[src/hdl/uarttq_pkg.sv]
package uarttq_pkg;

    // Stream widths, whole bytes
    localparam int S_TDATA_W = 16;
    localparam int M_TDATA_W = 16;

    // Line and timing constants
    localparam logic [15:0] CPB_RESET     = 16'd16;
    localparam int          QUEUE_DEPTH_D = 16;
    localparam logic [3:0]  STOP_SLOT     = 4'd9;
    localparam logic [3:0]  LAST_DATA_BIT = 4'd8;
    localparam logic [7:0]  CH_CR         = 8'h0D;
    localparam logic [7:0]  CH_LF         = 8'h0A;

    // Outcome of one tick, before it is split into beats
    typedef struct packed {
        logic       txd;
        logic       rx_valid;
        logic [7:0] rx_byte;
        logic       push_dropped;
        logic       two_beats;
    } tick_res_t;

endpackage

[src/hdl/uart_transceiver_with_tx_queue.sv]
// An accepted tick's result beat is registered in the output stage, or in the
// skid stage while the output stalls. One tick per cycle while the skid is empty;
// a CR or LF tick yields two beats, so the next tick waits in the skid and the input stalls.
// Reset (synchronous, aresetn low): both serial engines idle, lines high, queue
// empty, clocks_per_bit back to 16; queue contents are left as they are.
module uart_transceiver_with_tx_queue
    import uarttq_pkg::*;
#(
    parameter int QUEUE_DEPTH = QUEUE_DEPTH_D
) (
    input  logic                 aclk,
    input  logic                 aresetn,
    input  logic                 cfg_we,
    input  logic [15:0]          cfg_wdata,   // clocks_per_bit
    input  logic                 s_tvalid,
    output logic                 s_tready,
    input  logic [S_TDATA_W-1:0] s_tdata,     // rxd, tx_push, tx_byte[7:0], zeros
    output logic                 m_tvalid,
    input  logic                 m_tready,
    output logic [M_TDATA_W-1:0] m_tdata,     // txd, rx_valid, rx_byte[7:0], push_dropped, zeros
    output logic                 m_tlast
);

    localparam int PTR_W = $clog2(QUEUE_DEPTH);
    localparam logic [PTR_W-1:0] PTR_LAST = PTR_W'(QUEUE_DEPTH - 1);

    logic [15:0] cpb_reg;

    logic        rx_busy_reg,  rx_busy_next;
    logic [15:0] rx_cnt_reg,   rx_cnt_next;
    logic [3:0]  rx_idx_reg,   rx_idx_next;
    logic        rx_prev_reg;
    logic [7:0]  rx_shift_reg, rx_shift_next;

    logic        tx_busy_reg,  tx_busy_next;
    logic [15:0] tx_cnt_reg,   tx_cnt_next;
    logic [3:0]  tx_idx_reg,   tx_idx_next;
    logic        tx_line_reg,  tx_line_next;

    logic [PTR_W-1:0] rd_ptr_reg, rd_ptr_next;
    logic [PTR_W-1:0] wr_ptr_reg, wr_ptr_next;
    logic [PTR_W-1:0] wr_ptr_inc;

    logic        rxd, tx_push;
    logic [7:0]  tx_byte;
    logic        accept;
    logic [15:0] reload;
    logic        rx_emit;
    logic [2:0]  rx_sel;
    logic        q_full;
    logic        q_write;
    logic [7:0]  q_rd_data;
    logic        out_ready;
    tick_res_t   res;

    assign rxd     = s_tdata[0];
    assign tx_push = s_tdata[1];
    assign tx_byte = s_tdata[9:2];
    assign accept  = s_tvalid && s_tready;
    assign s_tready = out_ready;
    assign reload  = cpb_reg - 16'd1;

    // Receive: edge detect, mid-bit sampling, emit at the stop slot
    always_comb begin
        rx_busy_next  = rx_busy_reg;
        rx_cnt_next   = rx_cnt_reg;
        rx_idx_next   = rx_idx_reg;
        rx_shift_next = rx_shift_reg;
        rx_emit       = 1'b0;
        rx_sel        = 3'(rx_idx_reg - 4'd1);
        if (!rx_busy_reg) begin
            if (!rxd && rx_prev_reg) begin
                rx_busy_next  = 1'b1;
                rx_cnt_next   = {1'b0, cpb_reg[15:1]};
                rx_idx_next   = 4'd0;
                rx_shift_next = 8'd0;
            end
        end else if (rx_cnt_reg == 16'd0) begin
            if (rx_idx_reg == STOP_SLOT) begin
                rx_emit      = 1'b1;
                rx_busy_next = 1'b0;
            end else if (rx_idx_reg >= 4'd1 && rx_idx_reg <= LAST_DATA_BIT) begin
                rx_shift_next[rx_sel] = rx_shift_reg[rx_sel] | rxd;
            end
            rx_cnt_next = reload;
            rx_idx_next = rx_idx_reg + 4'd1;
        end else begin
            rx_cnt_next = rx_cnt_reg - 16'd1;
        end
    end

    // Transmit: start, eight data bits, stop; pop as the stop bit begins
    always_comb begin
        tx_busy_next = tx_busy_reg;
        tx_cnt_next  = tx_cnt_reg;
        tx_idx_next  = tx_idx_reg;
        tx_line_next = tx_line_reg;
        rd_ptr_next  = rd_ptr_reg;
        if (!tx_busy_reg) begin
            if (rd_ptr_reg != wr_ptr_reg) begin
                tx_busy_next = 1'b1;
                tx_cnt_next  = reload;
                tx_idx_next  = 4'd0;
                tx_line_next = 1'b0;
            end else begin
                tx_line_next = 1'b1;
            end
        end else if (tx_cnt_reg == 16'd0) begin
            if (tx_idx_reg < LAST_DATA_BIT) begin
                tx_line_next = q_rd_data[tx_idx_reg[2:0]];
            end else if (tx_idx_reg == LAST_DATA_BIT) begin
                tx_line_next = 1'b1;
                rd_ptr_next  = (rd_ptr_reg == PTR_LAST) ? '0 : rd_ptr_reg + 1'b1;
            end else begin
                tx_busy_next = 1'b0;
            end
            tx_cnt_next = reload;
            tx_idx_next = tx_idx_reg + 4'd1;
        end else begin
            tx_cnt_next = tx_cnt_reg - 16'd1;
        end
    end

    // Push after the transmit update; drop when one slot short of wrapping
    assign wr_ptr_inc  = (wr_ptr_reg == PTR_LAST) ? '0 : wr_ptr_reg + 1'b1;
    assign q_full      = (wr_ptr_inc == rd_ptr_next);
    assign q_write     = accept && tx_push && !q_full;
    assign wr_ptr_next = q_write ? wr_ptr_inc : wr_ptr_reg;

    // Tick result
    always_comb begin
        res.txd          = tx_line_next;
        res.rx_valid     = rx_emit;
        res.rx_byte      = rx_emit ? rx_shift_reg : 8'd0;
        res.push_dropped = tx_push && q_full;
        res.two_beats    = rx_emit && (rx_shift_reg == CH_CR || rx_shift_reg == CH_LF);
    end

    // Hold engine and queue state; advance only on an accepted beat; cfg_we writes clocks_per_bit
    always_ff @(posedge aclk) begin
        if (!aresetn) begin
            cpb_reg      <= CPB_RESET;
            rx_busy_reg  <= 1'b0;
            rx_cnt_reg   <= '0;
            rx_idx_reg   <= '0;
            rx_prev_reg  <= 1'b1;
            rx_shift_reg <= '0;
            tx_busy_reg  <= 1'b0;
            tx_cnt_reg   <= '0;
            tx_idx_reg   <= '0;
            tx_line_reg  <= 1'b1;
            rd_ptr_reg   <= '0;
            wr_ptr_reg   <= '0;
        end else begin
            if (cfg_we) begin
                cpb_reg <= cfg_wdata;
            end
            if (accept) begin
                rx_busy_reg  <= rx_busy_next;
                rx_cnt_reg   <= rx_cnt_next;
                rx_idx_reg   <= rx_idx_next;
                rx_prev_reg  <= rxd;
                rx_shift_reg <= rx_shift_next;
                tx_busy_reg  <= tx_busy_next;
                tx_cnt_reg   <= tx_cnt_next;
                tx_idx_reg   <= tx_idx_next;
                tx_line_reg  <= tx_line_next;
                rd_ptr_reg   <= rd_ptr_next;
                wr_ptr_reg   <= wr_ptr_next;
            end
        end
    end

    // Transmit queue storage; head entry read every cycle
    uarttq_ram #(
        .WIDTH (8),
        .DEPTH (QUEUE_DEPTH)
    ) u_queue (
        .aclk    (aclk),
        .wr_en   (q_write),
        .wr_addr (wr_ptr_reg),
        .wr_data (tx_byte),
        .rd_addr (rd_ptr_reg),
        .rd_data (q_rd_data)
    );

    uarttq_out u_out (
        .aclk     (aclk),
        .aresetn  (aresetn),
        .in_valid (s_tvalid),
        .in_ready (out_ready),
        .in_res   (res),
        .m_tvalid (m_tvalid),
        .m_tready (m_tready),
        .m_tdata  (m_tdata),
        .m_tlast  (m_tlast)
    );

endmodule

[src/hdl/uarttq_ram.sv]
module uarttq_ram #(
    parameter int WIDTH = 8,
    parameter int DEPTH = 16
) (
    input  logic                     aclk,
    input  logic                     wr_en,
    input  logic [$clog2(DEPTH)-1:0] wr_addr,
    input  logic [WIDTH-1:0]         wr_data,
    input  logic [$clog2(DEPTH)-1:0] rd_addr,
    output logic [WIDTH-1:0]         rd_data
);

    logic [WIDTH-1:0] mem [DEPTH];
    logic [WIDTH-1:0] rd_data_reg;

    // Write one entry, read one entry registered
    always_ff @(posedge aclk) begin
        if (wr_en) begin
            mem[wr_addr] <= wr_data;
        end
        rd_data_reg <= mem[rd_addr];
    end

    assign rd_data = rd_data_reg;

endmodule

[src/hdl/uarttq_out.sv]
module uarttq_out
    import uarttq_pkg::*;
(
    input  logic                 aclk,
    input  logic                 aresetn,
    input  logic                 in_valid,
    output logic                 in_ready,
    input  tick_res_t            in_res,
    output logic                 m_tvalid,
    input  logic                 m_tready,
    output logic [M_TDATA_W-1:0] m_tdata,   // txd, rx_valid, rx_byte[7:0], push_dropped, zeros
    output logic                 m_tlast
);

    tick_res_t out_reg;
    tick_res_t skid_reg;
    logic      out_valid_reg;
    logic      skid_valid_reg;
    logic      phase_reg;
    logic      load_out;
    logic      in_take;
    logic [7:0] beat_byte;

    assign in_ready = !skid_valid_reg;
    assign in_take  = in_valid && in_ready;
    assign m_tvalid = out_valid_reg;
    assign m_tlast  = !out_reg.two_beats || phase_reg;
    assign load_out = !out_valid_reg || (m_tready && m_tlast);

    // Expanded CR/LF: CR on the first beat, LF on the second
    always_comb begin
        if (out_reg.two_beats) begin
            beat_byte = phase_reg ? CH_LF : CH_CR;
        end else begin
            beat_byte = out_reg.rx_byte;
        end
    end

    assign m_tdata = {{(M_TDATA_W - 11){1'b0}}, out_reg.push_dropped, beat_byte,
                      out_reg.rx_valid, out_reg.txd};

    // Output register with a one-entry skid
    always_ff @(posedge aclk) begin
        if (!aresetn) begin
            out_valid_reg  <= 1'b0;
            skid_valid_reg <= 1'b0;
            phase_reg      <= 1'b0;
        end else if (load_out) begin
            phase_reg <= 1'b0;
            if (skid_valid_reg) begin
                out_reg        <= skid_reg;
                out_valid_reg  <= 1'b1;
                skid_valid_reg <= 1'b0;
            end else if (in_take) begin
                out_reg       <= in_res;
                out_valid_reg <= 1'b1;
            end else begin
                out_valid_reg <= 1'b0;
            end
        end else begin
            // advance to the second beat once the first is taken
            if (m_tready) begin
                phase_reg <= 1'b1;
            end
            if (in_take) begin
                skid_reg       <= in_res;
                skid_valid_reg <= 1'b1;
            end
        end
    end

endmodule
[config.mk]
export PLATFORM = sky130hd
export DESIGN_NAME = uart_transceiver_with_tx_queue
export DESIGN_NICKNAME = d
export VERILOG_FILES = /design/src/hdl/uarttq_pkg.sv /design/src/hdl/uart_transceiver_with_tx_queue.sv /design/src/hdl/uarttq_ram.sv /design/src/hdl/uarttq_out.sv
export SDC_FILE = /design/constraint.sdc
export NUM_CORES = 1
export LEC_CHECK = 0
export BUFFER_PORTS_ARGS = -buffer_cell sky130_fd_sc_hd__buf_4
export CORE_MARGIN = 2
export CORE_UTILIZATION = 55
export DETAILED_ROUTE_END_ITERATION = 8
export HOLD_SLACK_MARGIN = 0.06
export PLACE_DENSITY = 0.85
export SETUP_SLACK_MARGIN = 0.1
export SYNTH_ARGS = -nofsm -noshare
export SYNTH_HDL_FRONTEND = slang
export SYNTH_SLANG_ARGS = --single-unit
[constraint.sdc]
create_clock -name aclk -period 4 [get_ports aclk]
set_input_delay 0.2 -clock aclk [delete_from_list [all_inputs] [get_ports aclk]]
set_output_delay 0.2 -clock aclk [all_outputs]
set_load 0.03 [all_outputs]
### After elaboration in Yosys (flattened, before gate mapping)

Memory sizes are Yosys's and may differ from the RTL's. A register that Yosys moved wholly into a read port is not among the register bits.
Cells that the tools add are included.
Widths: inputs -> output; s select.

* word-level logic and storage cells: 142
* memories kept: 1
* output and inout bits: 19
* input port bits: 37
* register bits after elaboration: 103
* bits in writable memories: 128

Memory list
* u_queue.mem: words 16, bits a word 8, read ports 1, clocked after Yosys merged registers in 1, wr ports 1, RTL line uarttq_ram.sv:13 `logic [WIDTH-1:0] mem [DEPTH];`

* equality and inequality tests: 12
* add/subtract/negate cells: 8
* order comparisons: 6
* bitwise logic cells: 3
* muxes and demuxes: 56
* reductions and logical operators: 31

Operator list (number)
* $mux 16: 6
* $mux 8: 7
* $mux 4: 12
* $sub 16x1->16 const B: 3
* $logic_not 16->1: 2
* $mux 1: 24
* $mux 12: 2
* $add 4x1->4 const B: 4
* $eq 4x4->1 const B: 4
* $eq 8x4->1 const B: 2
* $reduce_and 3->1: 4
* $logic_and 1x1->1: 9
* $bwmux 8: 1
* $lt 3x4->1 const B: 2
* $bmux 1 s3: 2
* $ne 2x1->1 const B: 3
* $reduce_and 2->1: 3
* $reduce_bool 2->1: 3
* $logic_not 1->1: 5
* $reduce_and 5->1: 1
* $eq 4x4->1: 1
* $ge 4x1->1 const B: 1
* $le 4x4->1 const B: 1
* $lt 4x4->1 const B: 1
* other kinds (10): 13

### Depth between registers and ports, before layout

Gate-level depths: netlist of run 1.

* word-level depth: 11
* depth in mapped cells: 11

### By module

Synthesis of run 1 repeated with hierarchy kept, for this count alone.

* cell total of the unflattened synthesis: 949
* area, all modules: 11353.4 µm²

By module, submodules not included
* uarttq_ram: times used 1, cells an instance 229, seq. area each 4003.8 µm², area an instance 5147.4 µm²
* uart_transceiver_with_tx_queue: times used 1, cells an instance 647, seq. area each 1521.5 µm², area an instance 5079.9 µm²
* uarttq_out: times used 1, cells an instance 73, seq. area each 780.7 µm², area an instance 1126.1 µm²

### Worst setup path before layout of run 1

No wires, ideal clock.

* kind: register to register
* start point: reg tx_cnt_reg[0]
* end point: mem u_queue.mem[12][0] (enable)
* path buffers: 1
* data required time: 3.722 ns
* setup time: 0.278 ns
* arrival time: 2.630 ns
* setup slack: 1.092 ns
* stages on the path, launching flop included: 10
* cell sequence: dfxtp_1 > inv_1 > ha_1 > nor3b_1 > nand4_2 > nor4_2 > mux2i_1 > a31oi_4 > buf_6 > and3_1

* word-level cells in the longest chain between the ends: 8

RTL lines
* start: declaration: RTL line uart_transceiver_with_tx_queue.sv:36 `logic [15:0] tx_cnt_reg, tx_cnt_next;`
* start signal: assignment: RTL line uart_transceiver_with_tx_queue.sv:165 `tx_cnt_reg <= tx_cnt_next;`
* $logic_not 16->1: RTL line uart_transceiver_with_tx_queue.sv:108 `end else if (tx_cnt_reg == 16'd0) begin`
* $mux 4: RTL line uart_transceiver_with_tx_queue.sv:108
* $mux 4: RTL line uart_transceiver_with_tx_queue.sv:99 `if (!tx_busy_reg) begin`
* $eq 4x4->1: RTL line uart_transceiver_with_tx_queue.sv:126 `assign q_full = (wr_ptr_inc == rd_ptr_next);`
* $logic_not 1->1: RTL line uart_transceiver_with_tx_queue.sv:127 `assign q_write = accept && tx_push && !q_full;`
* $logic_and 1x1->1: RTL line uart_transceiver_with_tx_queue.sv:127
* $mux 1: RTL line uarttq_ram.sv:18 `if (wr_en) begin`
* $mux 1 (implied by the code): RTL line uarttq_ram.sv:19 `mem[wr_addr] <= wr_data;`
* end: declaration: RTL line uarttq_ram.sv:13

No other way between the ends.

### Final worst setup path of run 1

* start point: reg rd_ptr_reg[3]
* end point: mem u_queue.mem[8][7] (enable)

* word-level cells in the longest chain between the ends: 11
* elaborated cells on any way between the ends: 12

RTL lines
* start: declaration: RTL line uart_transceiver_with_tx_queue.sv:40 `logic [PTR_W-1:0] rd_ptr_reg, rd_ptr_next;`
* start signal: assignment: RTL line uart_transceiver_with_tx_queue.sv:168 `rd_ptr_reg <= rd_ptr_next;`
* $add 4x1->4 / $eq 4x4->1 (equally long branches): RTL line uart_transceiver_with_tx_queue.sv:113 `rd_ptr_next = (rd_ptr_reg == PTR_LAST) ? '0 : rd_ptr_reg + 1'b1;`
* $mux 4: RTL line uart_transceiver_with_tx_queue.sv:113
* $mux 4: RTL line uart_transceiver_with_tx_queue.sv:111 `end else if (tx_idx_reg == LAST_DATA_BIT) begin`
* $mux 4: RTL line uart_transceiver_with_tx_queue.sv:109 `if (tx_idx_reg < LAST_DATA_BIT) begin`
* $mux 4: RTL line uart_transceiver_with_tx_queue.sv:108
* $mux 4 (*): RTL line uart_transceiver_with_tx_queue.sv:99
* $eq 4x4->1 (*): RTL line uart_transceiver_with_tx_queue.sv:126
* $logic_not 1->1 (*): RTL line uart_transceiver_with_tx_queue.sv:127
* $logic_and 1x1->1 (*): RTL line uart_transceiver_with_tx_queue.sv:127
* $mux 1 (*): RTL line uarttq_ram.sv:18
* $mux 1 (implied by the code) (*): RTL line uarttq_ram.sv:19

Mark *: on every way between the ends. The rest lies on a longest branch, timed or not.

==> flow_metrics.env, run 1 <==
export IMPL_status="finished, final reports clean"
export IMPL_yosys_top_cells_count="edfxtp_1, dfxtp_1, nand2_1, nor2_1, o21ai_0"
export IMPL_slowest_stage="dfxtp_1"
export IMPL_gp_congestion=0.918
export IMPL_die_w_um=147
export IMPL_num_vias=8164
export IMPL_first_pass_iters=5
export IMPL_crit_chain="inv_1 > nor4_1 > mux2_2 > a32oi_1 > a31oi_4 > and3_1"
export IMPL_rsz0062_at_grt="no"
export IMPL_reg2reg_depth=6
export IMPL_cp_data_arrival_time_ps=3360
export IMPL_drt_initial_drc_count=932
export IMPL_clk_latency_ps=530
export IMPL_cellLeakagePower_uw=0.00452
export IMPL_antenna_found_initial=0
export IMPL_hold_class="primary input to flip-flop"
export IMPL_num_fill_cells=1470
export IMPL_setup_tns_ps=0
export IMPL_cts_buffer_depth=3
export IMPL_area_growth_pct=13.6
export IMPL_relSlewSlack=0.169
export IMPL_tightest_slew_ps=1240
export IMPL_netlist_area_um2=11300
export IMPL_fmax_mhz=314
export IMPL_numCtsBuffers=23
export IMPL_totalPowerFinal_uw=5620
export IMPL_ys_warn_count=0
export IMPL_yosys_most_used_dff="edfxtp_1"
export IMPL_port_buffers=44
export IMPL_design_area_um2=12800
export IMPL_start_util=0.559
export IMPL_crit_type="flip-flop to flip-flop"
export IMPL_wl_per_cell_um=19.6
export IMPL_ant_nets=0
export IMPL_drive_above_1_share=0.134
export IMPL_switchingPower_uw=1390
export IMPL_path_clk_slew_ps=70
export IMPL_finalSetupViolCount=0
export IMPL_die_h_um=147
export IMPL_coreArea_um2=20200
export IMPL_crit_fanout=15
export IMPL_post_route_period_util=0.797
export IMPL_power_frac_seq=0.489
export IMPL_hpwl_um=16300
export IMPL_h_tree_depth=1
export IMPL_synthArstFlopShare=0
export IMPL_post_cts_buffers=0
export IMPL_largest_reg_flops=128
export IMPL_start_kind="flip-flop"
export IMPL_drv_cap=0
export IMPL_vias_per_cell=6.20
export IMPL_p_clk_frac=0.401
export IMPL_nets=1080
export IMPL_grt_max_degree=48
export IMPL_syn_avg_cell_area_um2=11.5
export IMPL_drc=0
export IMPL_antenna_cells=0
export IMPL_power_density_nw_per_um2=439
export IMPL_cpPeakStageDelay_ps=670
export IMPL_grt_pass1_vias=7939
export IMPL_endpoint_kind="flip-flop"
export IMPL_ios=56
export IMPL_p_int_uw=4230
export IMPL_placed_cell_area_um2=11800
export IMPL_synth_top_area_cell="edfxtp_1"
export IMPL_synth_area_leaders="edfxtp_1, dfxtp_1, mux2i_1, mux4_2, o21ai_0"
export IMPL_fin_crit_ps=3190
export IMPL_cts_root_buf="clkbuf_16"
export IMPL_routed_wl_um=25800
export IMPL_clock_skew_ps=15.1
export IMPL_worstPathRequired_ps=4180
export IMPL_largest_register="u_queue.mem"
export IMPL_synth_edff_count=152
export IMPL_netlist_instances=984
export IMPL_fin_util=0.635
export IMPL_drv_slew=0
export IMPL_peakVddDrop_mv=0.346
export IMPL_ys_types=70
export IMPL_yosys_cell_count_top_type="edfxtp_1"
export IMPL_hold_depth=2
export IMPL_std_cell_rows=52
export IMPL_finalHoldViolCount=0
export IMPL_combPwrFrac=0.111
export IMPL_p_sw_frac=0.247
export IMPL_ys_ff_latch=239
export IMPL_cts_sinks=239
export IMPL_grt_usage=0.236
export IMPL_dieArea_um2=21700
export IMPL_grt_pass1_wl_um=41300
export IMPL_grt_overflow_total=0
export IMPL_postCtsResizedCells=0
export IMPL_cts_tree="done"
export IMPL_hold_ws_ps=84.0
export IMPL_synth_top_area_share=0.405
export IMPL_yosysSeqAreaShare=0.560
[layout make-up]
cell class,instances,area [um2],share of cell area
clock inverter,17,199,0.0155
inverter,29,109,0.00850
clock buffer,25,583,0.0455
tap,270,338,0.0264
multi-input combinational,651,4560,0.356
timing repair buffer,85,706,0.0551
sequential,239,6310,0.493
[power groups by stage]
stage | combinational (uW) | sequential (uW) | clock [uW]
final | 623 | 2740 | 2250
after global routing | 686 | 2750 | 2370
after global placement | 567 | 2790 | 0
after CTS | 612 | 2740 | 2270
after detailed placement | 584 | 2790 | 0
after floorplan | 434 | 2770 | 0
[through the flow]
stage,worst slack (ps),std cells
final,813,1316
after global routing,597,1316
after CTS,872,1316
after detailed placement,913,1247
after global placement,1030,1247
after floorplan,1090,988
[timing repair]
action / in CTS / in global routing
endpoints found under the hold margin: 148 / 0
setup endpoints to repair: 0 / 0
hold buffers: 27 / 0
[cells in the final DEF (no fill, tap or decap), types with 5 or more instances in the layout]
cell type	n
a21o_1	5
a21oi_1	50
a221oi_1	23
a22oi_1	10
a31oi_1	9
a41o_1	6
and2_1	17
and3_1	17
buf_4	58
clkbuf_16	23
clkinv_1	6
conb_1	5
dfxtp_1	86
dlygate4sd3_1	27
edfxtp_1	152
ha_1	14
inv_1	29
mux2_2	17
mux2i_1	56
mux4_2	18
nand2_1	71
nand2b_1	7
nand3_1	22
nand4_1	5
nor2_1	63
nor2b_1	9
nor3_1	37
nor4_1	10
o211ai_1	8
o21ai_0	62
o31ai_1	8
or3_1	9
or4_1	8
xnor2_1	17
xor2_1	10
[cell families after synthesis]
family | share of synthesized area
other cells | 0.000333
simple gates | 0.131
compound gates | 0.130
buf+inv | 0.0375
mux | 0.103
flops | 0.560
fa+ha+maj | 0.0155
xor+xnor | 0.0230
[routing by layer]
layer	wire length, um	GRT usage	vias up	part of all wire
met1	10500	0.316	3959	0.41
met2	12800	0.398	343	0.50
met3	1960	0.0419	53	0.076
li1	-	-	3809	-
met4	582	0.0702	0	0.023
met5	0	0	-	0
[critical path, delay by kind of cell, from the launching register on]
kind,cells,cell delay (ps)
multiplexers,1,220
AO/OA/AOI/OAI,2,650
AND/OR/NAND/NOR,2,920
buffers and inverters,1,370
flip-flops,1,670
[path summary, 6_finish.rpt]
path / startpoint / end / slack (ps)
max reg2reg: rd_ptr_reg[3] / u_queue.mem[8][7] / 810
min: s_tdata[1] / u_out.skid_reg[1] / 80
max: rd_ptr_reg[3] / u_queue.mem[8][7] / 810
min reg2reg: rx_cnt_reg[9] / rx_cnt_reg[9] / 470
(Power assumes the default switching activity.)
==> run 2, diff against run 1 <==
--- a/config.mk
+++ b/config.mk
@@ -10,7 +10,7 @@
 export CORE_UTILIZATION = 55
 export DETAILED_ROUTE_END_ITERATION = 8
 export HOLD_SLACK_MARGIN = 0.06
-export PLACE_DENSITY = 0.85
+export PLACE_DENSITY = 0.88
 export SETUP_SLACK_MARGIN = 0.1
 export SYNTH_ARGS = -nofsm -noshare
 export SYNTH_HDL_FRONTEND = slang
==> constraint.sdc (replaced) <==
create_clock -name aclk -period 2.7 [get_ports aclk]
set_input_delay 0.135 -clock aclk [delete_from_list [all_inputs] [get_ports aclk]]
set_output_delay 0.135 -clock aclk [all_outputs]
set_load 0.03 [all_outputs]
==> flow_metrics.env, run 2 (synthesis gave the netlist of run 1 again) <==
export IMPL_timing_rr_start="tx_cnt_reg[1]"
export IMPL_routed_wl_um=29000
export IMPL_layout_commonest_cell="edfxtp_1"
export IMPL_r2r_slack_ps=110
export IMPL_dieArea_um2=21700
export IMPL_drive_above_1_share=0.219
export IMPL_drv_slew=0
export IMPL_cellLeakagePower_uw=0.00495
export IMPL_post_route_period_util=0.958
export IMPL_hold_depth=3
export IMPL_first_pass_iters=8
export IMPL_relSlewSlack=0.490
export IMPL_clock_skew_ps=10.8
export IMPL_antenna_cells=0
export IMPL_grt_max_degree=47
export IMPL_coreArea_um2=20200
export IMPL_start_kind="flip-flop"
export IMPL_area_growth_pct=21.4
export IMPL_finalSetupViolCount=0
export IMPL_num_vias=8896
export IMPL_finalHoldViolCount=0
export IMPL_reg2reg_depth=10
export IMPL_dp_cells=1303
export IMPL_fmax_mhz=387
export IMPL_cts_buffer_depth=3
export IMPL_clk_latency_ps=520
export IMPL_combPwrFrac=0.139
export IMPL_switchingPower_uw=2130
export IMPL_crit_fanout=8
export IMPL_grt_pass1_wl_um=44900
export IMPL_power_frac_seq=0.479
export IMPL_std_cell_rows=52
export IMPL_r2r_end="u_queue.mem[9][0]"
export IMPL_antenna_found_initial=0
export IMPL_grt_pass1_vias=8546
export IMPL_wl_per_cell_um=20.9
export IMPL_drc=0
export IMPL_cts_sinks=239
export IMPL_peakVddDrop_mv=0.470
export IMPL_status="finished, final reports clean"
export IMPL_hold_class="primary input to flip-flop"
export IMPL_final_cells=1389
export IMPL_largest_reg_flops=128
export IMPL_largest_register="u_queue.mem"
export IMPL_port_buffers=44
export IMPL_cp_endpoint="u_queue.mem[9][0]"
export IMPL_cts_tree="done"
export IMPL_crit_type="flip-flop to flip-flop"
export IMPL_worstPathRequired_ps=2930
export IMPL_p_sw_frac=0.252
export IMPL_drv_cap=0
export IMPL_rsz0062_at_grt="yes"
export IMPL_cp_data_arrival_time_ps=2810
export IMPL_most_common_layout_cells="edfxtp_1, buf_4, dfxtp_1"
export IMPL_tightest_slew_ps=766
export IMPL_endpoint_kind="flip-flop"
export IMPL_crit_start="tx_cnt_reg[1]"
export IMPL_p_int_uw=6350
export IMPL_grt_usage=0.259
export IMPL_p_clk_frac=0.382
export IMPL_fin_crit_ps=2590
export IMPL_grt_overflow_total=0
export IMPL_vias_per_cell=6.40
export IMPL_die_w_um=147
export IMPL_drt_initial_drc_count=1259
export IMPL_power_density_nw_per_um2=620
export IMPL_die_h_um=147
export IMPL_gp_congestion=0.929
export IMPL_cts_root_buf="clkbuf_16"
export IMPL_path_clk_slew_ps=60
export IMPL_nets=1154
export IMPL_ios=56
export IMPL_start_util=0.559
export IMPL_numCtsBuffers=23
export IMPL_setup_tns_ps=0
export IMPL_hpwl_um=17600
export IMPL_ant_nets=0
export IMPL_h_tree_depth=1
run 2: cell types whose count changed in the layout (fill, tap and decap cells not counted), sizes merged:
cell         before  now
dlygate4sd3      27   31
clkbuf           25   31
clkinv           11    7
a31oi            10   11
buf              58  127
bufinv            4    2
clkinvlp          1    0
run 2: stage by stage:
step | setup WS, ps | cell area [um2] | total power [uW] | util | hold slack [ps]
finish | 114 | 13700 | 8480 | 0.678 | 70.8
global route | 25.4 | 13700 | 8730 | 0.678 | 73.5
CTS | 108 | 13500 | 8370 | 0.668 | 69.5
detailed placement | 29.1 | 12300 | 5110 | 0.610 | 357
global placement | 88.9 | 12300 | 5070 | 0.610 | 349
floorplan | 113 | 11300 | 4760 | - | 234
run 2: routing by layer:
metal / GRT usage / part of all wire / up-vias
met2: 0.434 / 0.49 / 566
met3: 0.0385 / 0.083 / 99
met1: 0.345 / 0.39 / 4276
met4: 0.0923 / 0.035 / 0
li1: - / - / 3955
met5: 0 / 0 / -
run 2: what timing repair did:
item                                    CTS  global route
gates resized for setup                   9            34
hold buffers                             31             0
endpoints found under the hold margin   151             0
setup buffers                             4             9
pin swaps                                 3             6
endpoints found under the setup margin  137           146
cloned                                    1             0
run 2: worst max-delay path: stages (launching register included):
cell and delay, ps:
dfxtp_2 340, inv_2 60, ha_4 130, nor3b_4 270
nand4_4 210, nor4_4 290, mux2i_2 110, buf_4 150
a31oi_4 330, and3_4 260, buf_8 140
run 2: layout make-up:
cell class	instances	area [um2]
fillers	1315	6490
flip-flops and latches	239	6310
multi-input cells	652	4760
repair buffers	158	1400
clock buffers	31	656
well taps	270	338
inverters	29	109
clock inverters	10	106
run 2: power by group through the flow:
| stage | clock network [uW] | registers [uW] | logic [uW] |
|---|---|---|---|
| floorplan | 0 | 4110 | 649 |
| global placement | 0 | 4120 | 945 |
| detailed placement | 0 | 4130 | 981 |
| CTS | 3250 | 4050 | 1070 |
| global route | 3400 | 4070 | 1260 |
| finish | 3240 | 4060 | 1180 |
run 2: worst min path at each step:
stage	slack (ps)	startpoint	end
after floorplan	230	s_tdata[2]	u_queue.mem[0][0]
after global placement	350	cfg_wdata[4]	cpb_reg[4]
after detailed placement	360	cfg_wdata[4]	cpb_reg[4]
after CTS	70	cfg_we	cpb_reg[3]
after global routing	70	cfg_we	cpb_reg[3]
final	70	cfg_we	cpb_reg[14]
==> run 3, diff against run 2 <==
--- a/config.mk
+++ b/config.mk
@@ -7,10 +7,10 @@
 export LEC_CHECK = 0
 export BUFFER_PORTS_ARGS = -buffer_cell sky130_fd_sc_hd__buf_4
 export CORE_MARGIN = 2
-export CORE_UTILIZATION = 55
+export CORE_UTILIZATION = 47
 export DETAILED_ROUTE_END_ITERATION = 8
 export HOLD_SLACK_MARGIN = 0.06
-export PLACE_DENSITY = 0.88
+export PLACE_DENSITY = 0.78
 export SETUP_SLACK_MARGIN = 0.1
 export SYNTH_ARGS = -nofsm -noshare
 export SYNTH_HDL_FRONTEND = slang
==> constraint.sdc (replaced) <==
create_clock -name aclk -period 2.7 [get_ports aclk]
set_input_delay 0.54 -clock aclk [delete_from_list [all_inputs] [get_ports aclk]]
set_output_delay 0.54 -clock aclk [all_outputs]
set_load 0.03 [all_outputs]
==> flow_metrics.env, run 3 (synthesis gave the netlist of run 1 again) <==
export IMPL_status="finished, final reports clean"
export IMPL_hold_class="primary input to flip-flop"
export IMPL_wl_per_cell_um=19.1
export IMPL_endpoint_kind="flip-flop"
export IMPL_use_met2=0.339
export IMPL_grt_pass1_vias=7906
export IMPL_peakVddDrop_mv=0.445
export IMPL_nets=1118
export IMPL_ios=56
export IMPL_grt_pass1_wl_um=42200
export IMPL_drv_slew=0
export IMPL_hpwl_um=17500
export IMPL_post_route_period_util=0.956
export IMPL_met3_usage=0.0321
export IMPL_regArea_um2=6310
export IMPL_first_pass_iters=6
export IMPL_multi_input_area_um2=4720
export IMPL_largest_register="u_queue.mem"
export IMPL_most_common_layout_cells="edfxtp_1, buf_4, dfxtp_1"
export IMPL_cpPeakStageDelay_ps=320
export IMPL_totalPowerFinal_uw=8950
export IMPL_antenna_found_initial=0
export IMPL_rsz0062_at_grt="yes"
export IMPL_grt_max_degree=47
export IMPL_drc=0
export IMPL_cts_root_buf="clkbuf_16"
export IMPL_p_clk_frac=0.424
export IMPL_tightest_slew_ps=685
export IMPL_die_w_um=159
export IMPL_drt_initial_drc_count=1078
export IMPL_fmax_mhz=387
export IMPL_area_growth_pct=20.0
export IMPL_top_usage_layer="met2"
export IMPL_vias_per_cell=5.99
export IMPL_die_h_um=159
export IMPL_cellLeakagePower_uw=0.00484
export IMPL_cts_sinks=239
export IMPL_cts_tree="done"
export IMPL_num_vias=8403
export IMPL_crit_chain="inv_1 > ha_4 > nor3b_4 > nand4_4 > nor3_2 > a32oi_2 > a31oi_4 > clkbuf_16 > and3_4 > buf_12"
export IMPL_slowest_stage="a31oi_4"
export IMPL_worstPathRequired_ps=2920
export IMPL_setup_tns_ps=0
export IMPL_num_fill_cells=1780
export IMPL_relSlewSlack=0.543
export IMPL_largest_reg_flops=128
export IMPL_finalHoldViolCount=0
export IMPL_grt_usage=0.205
export IMPL_drv_cap=0
export IMPL_finalSetupViolCount=0
export IMPL_dieArea_um2=25200
export IMPL_final_cells=1404
export IMPL_layout_commonest_cell="edfxtp_1"
export IMPL_fin_crit_ps=2580
export IMPL_switchingPower_uw=2120
export IMPL_grt_overflow_total=0
export IMPL_ant_nets=0
export IMPL_crit_fanout=8
export IMPL_coreArea_um2=23500
export IMPL_cts_buffer_depth=3
export IMPL_p_sw_frac=0.237
export IMPL_power_density_nw_per_um2=662
export IMPL_crit_type="flip-flop to flip-flop"
export IMPL_power_frac_seq=0.453
export IMPL_h_tree_depth=1
export IMPL_gp_congestion=0.889
export IMPL_p_int_uw=6830
export IMPL_hold_ws_ps=241
export IMPL_path_clk_slew_ps=60
export IMPL_routed_wl_um=26800
export IMPL_drive_above_1_share=0.220
export IMPL_clk_latency_ps=510
export IMPL_antenna_cells=0
export IMPL_start_kind="flip-flop"
export IMPL_cp_data_arrival_time_ps=2810
export IMPL_met1_usage=0.283
export IMPL_combPwrFrac=0.123
export IMPL_std_cell_rows=56
export IMPL_port_buffers=44
export IMPL_dp_cells=1363
export IMPL_numCtsBuffers=24
export IMPL_start_util=0.480
export IMPL_clock_skew_ps=8.80
==> run 3: cell types whose count changed in the layout (fill, tap and decap cells not counted), moves of 3 or more <==
| cell | change |
|---|---|
| dlygate4sd3_1 | -31 |
| and3_1 | -6 |
| and3_4 | +6 |
| buf_4 | -5 |
| bufinv_16 | +5 |
| clkbuf_16 | +3 |
| clkbuf_8 | -3 |
| clkinv_2 | -3 |
| dfxtp_2 | -3 |
| inv_1 | +3 |
| inv_2 | -3 |
==> run 3: worst paths after layout <==
kind | from | end | cells after the start | slack, ps
worst max-delay path | tx_cnt_reg[0] | u_queue.mem[0][1] | 10 | 120
worst min-delay path | cfg_wdata[4] | cpb_reg[4] | 3 | 240
worst max register to register | tx_cnt_reg[0] | u_queue.mem[0][1] | 10 | 120
worst min register to register | rx_cnt_reg[9] | rx_cnt_reg[9] | 2 | 480
==> run 3: per-stage QoR <==
step           instance area (um2)  utilization  worst slack, ps
4_1_cts                      13500        0.573             64.1
3_5_place_dp                 12500        0.533             8.56
6_report                     13500        0.576              119
2_1_floorplan                11300            -              113
3_3_place_gp                 12500        0.533             93.3
5_1_grt                      13500        0.576             55.5
==> run 3: metal layers <==
metal / vias to the layer above / wire length (um)
li1: 3886 / -
met1: 4085 / 11200
met2: 364 / 12900
met3: 68 / 2030
met4: 0 / 707
met5: - / 0
==> run 3: cell type report <==
class | count | share of cell area
clock buffers | 29 | 0.0489
multi-input cells | 651 | 0.349
well taps | 319 | 0.0295
clock inverters | 15 | 0.0193
inverters | 29 | 0.00805
flip-flops and latches | 239 | 0.467
repair buffers | 122 | 0.0781
==> run 3: power by group through the flow <==
stage,sequential (uW),clock (uW),combinational [uW]
final,4050,3800,1100
after global routing,4060,3980,1190
after CTS,4050,3830,1020
after detailed placement,4130,0,1000
after global placement,4120,0,977
after floorplan,4110,0,649
==> run 3: timing repair <==
item                                   in CTS  in global routing
cloned                                      0                  1
hold buffers                                0                  0
resized for setup                           4                 32
endpoints found under the hold margin       0                  0
setup buffers                               0                  3
setup endpoints to repair                 136                139
pin swaps                                   1                  6
==> run 3: worst max-delay path: cells and delay by family (launching register included) <==
family | cells | cell delay (ps)
simple gates | 4 | 950
compound gates | 2 | 460
buf+inv | 3 | 430
flops | 1 | 310
fa+ha+maj | 1 | 140
